===== src/pfb_pkg.sv =====
// Shared constants, opcode codes and controller/datapath bundles for the
// page frame buffer rasterizer. No dependencies; compile first.
package pfb_pkg;

    // Default geometry of the frame store
    localparam int COLUMNS_DEF = 128;
    localparam int PAGES_DEF   = 8;

    // Fixed field widths of a command and a response
    localparam int OP_W   = 3;
    localparam int X_W    = 7;
    localparam int Y_W    = 6;
    localparam int R_W    = 7;
    localparam int DATA_W = 8;

    // Signed pixel coordinate width; circle points reach -127 .. 254
    localparam int CW = 10;

    // Circle state widths
    localparam int AB_W = 9;
    localparam int SQ_W = 16;

    // Opcodes
    localparam logic [OP_W-1:0] OP_POINT  = 3'd0;
    localparam logic [OP_W-1:0] OP_LINE   = 3'd1;
    localparam logic [OP_W-1:0] OP_CIRCLE = 3'd2;
    localparam logic [OP_W-1:0] OP_CLEAR  = 3'd3;
    localparam logic [OP_W-1:0] OP_READ   = 3'd4;

    // Controller to datapath
    typedef struct packed {
        logic load;       // capture an accepted command
        logic setup;      // prepare line or circle stepping
        logic clear_en;   // write one zero byte of the clearing sweep
        logic pix_rd;     // read the byte under the current pixel
        logic pix_wr;     // write back the modified byte
        logic line_step;  // advance the line accumulator
        logic oct_step;   // move to the next of the eight circle points
        logic circ_step;  // advance the circle stepping
        logic emit;       // load the response register
    } dp_cmd_t;

    // Datapath to controller
    typedef struct packed {
        logic [OP_W-1:0] op;
        logic            line_last;
        logic            circ_cont;
        logic            oct_last;
        logic            clr_last;
        logic            out_free;
    } dp_sts_t;

endpackage


===== src/pfb_ctrl.sv =====
// Sequencing state machine of the page frame buffer rasterizer.
// Depends on pfb_pkg; drives pfb_dp through dp_cmd_t.
module pfb_ctrl (
    input  logic              clk,
    input  logic              rst_n,
    input  logic              valid,
    output logic              ready,
    input  pfb_pkg::dp_sts_t  sts,
    output pfb_pkg::dp_cmd_t  ctl
);
    import pfb_pkg::*;

    typedef enum logic [7:0] {
        S_CLEAR  = 8'b0000_0001,
        S_IDLE   = 8'b0000_0010,
        S_SETUP  = 8'b0000_0100,
        S_CTEST  = 8'b0000_1000,
        S_PIX_RD = 8'b0001_0000,
        S_PIX_WR = 8'b0010_0000,
        S_CSTEP  = 8'b0100_0000,
        S_DONE   = 8'b1000_0000
    } state_t;

    state_t state_reg, state_next;
    logic   clr_cmd_reg, clr_cmd_next;

    always_ff @(posedge clk or negedge rst_n)
    begin
        if (!rst_n)
        begin
            state_reg   <= S_CLEAR;
            clr_cmd_reg <= 1'b0;
        end
        else
        begin
            state_reg   <= state_next;
            clr_cmd_reg <= clr_cmd_next;
        end
    end

    always_comb
    begin
        state_next   = state_reg;
        clr_cmd_next = clr_cmd_reg;
        ctl          = '0;
        ready        = 1'b0;
        unique case (state_reg)
            S_CLEAR:
            begin
                ctl.clear_en = 1'b1;
                if (sts.clr_last)
                begin
                    state_next   = clr_cmd_reg ? S_DONE : S_IDLE;
                    clr_cmd_next = 1'b0;
                end
            end
            S_IDLE:
            begin
                ready = 1'b1;
                if (valid)
                begin
                    ctl.load   = 1'b1;
                    state_next = S_SETUP;
                end
            end
            S_SETUP:
            begin
                ctl.setup = 1'b1;
                unique case (sts.op)
                    OP_POINT, OP_LINE, OP_READ: state_next = S_PIX_RD;
                    OP_CIRCLE:                  state_next = S_CTEST;
                    OP_CLEAR:
                    begin
                        state_next   = S_CLEAR;
                        clr_cmd_next = 1'b1;
                    end
                    default:                    state_next = S_DONE;
                endcase
            end
            S_CTEST:
            begin
                state_next = sts.circ_cont ? S_PIX_RD : S_DONE;
            end
            S_PIX_RD:
            begin
                ctl.pix_rd = 1'b1;
                state_next = S_PIX_WR;
            end
            S_PIX_WR:
            begin
                ctl.pix_wr = 1'b1;
                priority if (sts.op == OP_LINE)
                begin
                    ctl.line_step = 1'b1;
                    state_next    = sts.line_last ? S_DONE : S_PIX_RD;
                end
                else if (sts.op == OP_CIRCLE)
                begin
                    ctl.oct_step = 1'b1;
                    state_next   = sts.oct_last ? S_CSTEP : S_PIX_RD;
                end
                else
                begin
                    state_next = S_DONE;
                end
            end
            S_CSTEP:
            begin
                ctl.circ_step = 1'b1;
                state_next    = S_CTEST;
            end
            S_DONE:
            begin
                if (sts.out_free)
                begin
                    ctl.emit   = 1'b1;
                    state_next = S_IDLE;
                end
            end
            default:
            begin
                state_next = S_CLEAR;
            end
        endcase
    end
endmodule


===== config.mk =====
export PLATFORM = sky130hd
export DESIGN_NAME = pfb_ctrl
export DESIGN_NICKNAME = d
export VERILOG_FILES = /design/src/pfb_pkg.sv /design/src/pfb_ctrl.sv
export SDC_FILE = /design/constraint.sdc
export NUM_CORES = 1
export LEC_CHECK = 0
export ABC_AREA = 1
export BUFFER_PORTS_ARGS = -buffer_cell sky130_fd_sc_hd__buf_2
export CAP_MARGIN = 20
export CORE_UTILIZATION = 54
export CTS_CLUSTER_SIZE = 24
export DETAILED_ROUTE_END_ITERATION = 8
export PLACE_DENSITY_LB_ADDON = 0.08
export SKIP_CTS_REPAIR_TIMING = 1
export SLEW_MARGIN = 20
export SYNTH_ARGS = -nofsm -noshare
export SYNTH_HDL_FRONTEND = slang
export SYNTH_SLANG_ARGS = --single-unit
export TNS_END_PERCENT = 50

===== constraint.sdc =====
create_clock -name clk -period 2.39 [get_ports clk]
set_input_delay 0.1195 -clock clk [delete_from_list [all_inputs] [get_ports clk]]
set_output_delay 0.1195 -clock clk [all_outputs]
set_load 0.05 [all_outputs]

======== After elaboration in Yosys (flattened, before gate mapping) ========
Index checks and enable logic that the tools add are counted.
cells by class
  equality and inequality tests ........... 16
  muxes and demuxes ....................... 27
  reductions and logical operators ........ 5
operators with widths
  operator              number
  $mux W8               8
  $pmux W8 S8           1
  $pmux W8 S3           1
  $mux W1               14
  $eq A8 B1 Y1 const B  1
  $eq A8 B2 Y1 const B  1
  $eq A8 B3 Y1 const B  1
  $eq A8 B4 Y1 const B  1
  $eq A8 B5 Y1 const B  1
  $eq A8 B6 Y1 const B  1
  $eq A8 B7 Y1 const B  1
  $eq A8 B8 Y1 const B  1
  $ne A2 B2 Y1 const B  4
  $mux W7               1
  $eq A3 B2 Y1 const B  2
  $reduce_and A3 Y1     2
  $eq A3 B1 Y1 const B  1
  $eq A3 B3 Y1 const B  1
  $logic_not A3 Y1      1
  $mux W3               1
  $reduce_or A3 Y1      1
  $pmux W1 S2           1
  $reduce_bool A2 Y1    1
storage, ports and cells
  register bits after elaboration ......... 9
  input port bits ......................... 11
  output and inout bits ................... 10
  word-level logic and storage cells ...... 50

======== Longest topological paths before layout ========
  depth after elaboration ................. 4
  gate-level depth with buffers ........... 10
  mapped depth without buffers ............ 10

======== Least setup slack after synthesis ========
OpenSTA, ideal clock, no wires.
  path kind ............................... reg-to-output
  start point ............................. reg state_reg[5]
  end point ............................... out ctl[8] in the netlist's numbering
  data arrival time ....................... 1958 ps
  required time ........................... 2271 ps
  setup slack ............................. 312 ps
  stages on the path, launching flop included .. 6
  path buffers ............................ 0
  path through ............................ dfrtp_1 -> nor2_2 -> nand2_2 -> inv_4 -> nand3_4 -> nor3_1
RTL lines
  element                   line            text
  start: declaration        pfb_ctrl.sv:24  state_t state_reg, state_next;
  start signal: assignment  pfb_ctrl.sv:36  state_reg <= state_next;
  end: declaration          pfb_ctrl.sv:9   output pfb_pkg::dp_cmd_t ctl

==> results.json <==
{
  "grt_pass1_vias": 620,
  "period_needed_ns": 1.80,
  "die_h_um": 39.2,
  "yosysUniqueCellTypes": 22,
  "min_path_type": "input pin to flip-flop",
  "syn_to_final_growth_pct": 19.8,
  "dpl-instance-area_um2": 858,
  "cts_buffers": 3,
  "cts_max_path_buffers": 2,
  "num_vias": 762,
  "cp.arrival_ns": 1.68,
  "hold_viol": 0,
  "r2r_setup_slack_ns": 1.03,
  "drt_iter0_markers": 12,
  "synth_seq_area_share_pct": 30.3,
  "antenna_left": 0,
  "dp_cells": 143,
  "cts_max_level": 1,
  "clock-sinks": 9,
  "timing.rr.start": "state_reg[2]",
  "start_kind": "flip-flop",
  "num_rows": 13,
  "hold_start": "valid",
  "ys_top_cells_by_area": "dfrtp_1 27%, nand2_1 12%, inv_1 9.0%",
  "wirelength_mm": 1.56,
  "die-area_mm2": 0.00154,
  "ys_ff_latch": 9,
  "cts_root_buffer": "clkbuf_4",
  "netlist.area_leader.share_pct": 26.8,
  "reg2reg_to": "state_reg[7]",
  "track_usage_pct": 23.1,
  "core_mm2": 0.00130,
  "multi_input_area_um2": 428,
  "drive_above_1_share_pct": 35.3,
  "whs_endpoint": "state_reg[1]",
  "fin_nets": 145,
  "vdd_drop_max_v": 0.000479,
  "start_util_pct": 57.4,
  "fin_util_pct": 68.8,
  "drc": 0,
  "cts_tree": "done",
  "tightest_slew_ns": 0.255,
  "fin_crit_sh_pct": 75.4,
  "syn_area_per_cell_um2": 6.85,
  "finalSetupViolations": 0,
  "maxSlewViolCount": 0,
  "wl_per_cell_um": 10.5,
  "fillers": 126,
  "grt_max_degree": 10,
  "rsz0062_at_grt": "false",
  "maxCapViolCount": 0,
  "clkTransAtPathRegs_ns": 0.06,
  "synth_top_area_cell": "dfrtp_1",
  "setup-tns-final_ns": 0,
  "worst_r2r_path_depth": 8,
  "critPathKind": "flip-flop to primary output",
  "vias_per_cell": 5.15,
  "max_freq_mhz": 555,
  "design_area_um2": 895,
  "synth_warnings": 0,
  "drtPass1Iterations": 4,
  "fin_worst_skew_ns": 0.00447,
  "largest_register_ffs": 8,
  "critPathRequiredTime_ns": 2.27,
  "antenna_found_initial": 0,
  "final_common_cell": "nand2_1",
  "dp_hpwl_mm": 1.31,
  "relSlewSlack_pct": 83.1,
  "status": "complete, no violations",
  "synth_fp_nets": 120,
  "grt_overflow": 0,
  "powerDensity_mw_per_mm2": 877,
  "leakage_nw": 0.523,
  "hold-path-cell-count": 2,
  "cp_max_fo": 7,
  "antenna_cells": 0,
  "postSynthCellCount": 109,
  "pin_count": 21,
  "die_w_um": 39.2,
  "layout_common_cells": "23 x nand2_1, 20 x buf_2, 18 x inv_1, 15 x nor2_1, 8 x dfrtp_1",
  "synth_area_um2": 747,
  "worstSkewPairLatency_ns": 0.26,
  "crit_path_end_kind": "primary output",
  "instances_no_fill": 148,
  "port-buffer-count": 20,
  "gp_congestion": 0.878,
  "grt_pass1_wl_mm": 2.41,
  "register_area_um2": 226
}
per-layer routing:
layer | up-vias | share of wire, % | global-route usage (%)
met5 | - | 0 | 0
met4 | 0 | 0.39 | 10.3
met3 | 2 | 3.8 | 4.05
met2 | 25 | 48 | 34.6
met1 | 350 | 47 | 32.0
li1 | 385 | - | -
synth_stat cells:
| library cell | n |
|---|---|
| o221ai_1 | 1 |
| nand3_4 | 1 |
| inv_1 | 18 |
| nand2_2 | 5 |
| inv_4 | 1 |
| dfrtp_1 | 8 |
| inv_2 | 3 |
| nor3_1 | 3 |
| o22ai_1 | 1 |
| nor2_2 | 4 |
| buf_4 | 1 |
| nor2_4 | 5 |
| o21ai_0 | 3 |
| nor3b_2 | 1 |
| a21oi_1 | 1 |
| nand3_2 | 1 |
| nor2_1 | 15 |
| nand2_4 | 2 |
| dfstp_2 | 1 |
| nand2_1 | 23 |
| nand4_1 | 4 |
| nand3_1 | 7 |
stage by stage:
step                      worst slack [ns]  power, mW  hold WS [ns]
after floorplan                      0.312      0.588        -0.176
after global placement               0.936      0.661       -0.0210
after detailed placement             0.884      0.669       -0.0199
after CTS                            0.594      0.787        -0.300
after global routing                 0.504      0.834         0.112
final                                0.589      0.785        0.0976
worst max path at each step:
stage / startpoint / endpoint / slack (ns)
after floorplan: state_reg[5] / ctl[8] / 0.31
after global placement: state_reg[5] / ctl[8] / 0.94
after detailed placement: state_reg[5] / ctl[8] / 0.88
after CTS: state_reg[5] / ctl[8] / 0.59
after global routing: state_reg[5] / ctl[8] / 0.50
final: state_reg[5] / ctl[8] / 0.59
final cells by class:
type / count / area share (%)
Clock buffer: 4 / 2.94
Inverter: 22 / 9.51
Multi-Input combinational cell: 77 / 47.8
Sequential cell: 9 / 25.3
Tap cell: 15 / 2.10
Timing Repair Buffer: 21 / 12.3
cell families (layout without fill, tap and decap cells):
family | after synthesis | count (layout) | synth area share, %
buffers and inverters | 23 | 47 | 12.4
AO/OA/AOI/OAI | 6 | 6 | 4.69
flip-flops | 9 | 9 | 30.3
AND/OR/NAND/NOR | 71 | 71 | 52.6
critical path: stages, from the launching register on:
cell	delay (ns)
dfrtp_1	0.40
nor2_2	0.17
nand2_2	0.12
inv_4	0.12
nand3_4	0.11
nor3_1	0.22
buf_2	0.29
power by group:
part	switching, mW	leakage [nW]	internal [mW]	total [mW]
Combinational	0.315	0.388	0.134	0.449
Sequential	0.0323	0.120	0.186	0.218
Clock	0.0532	0.0150	0.0643	0.118
Total	0.401	0.523	0.384	0.785
Power figures use the tool's default switching activity.
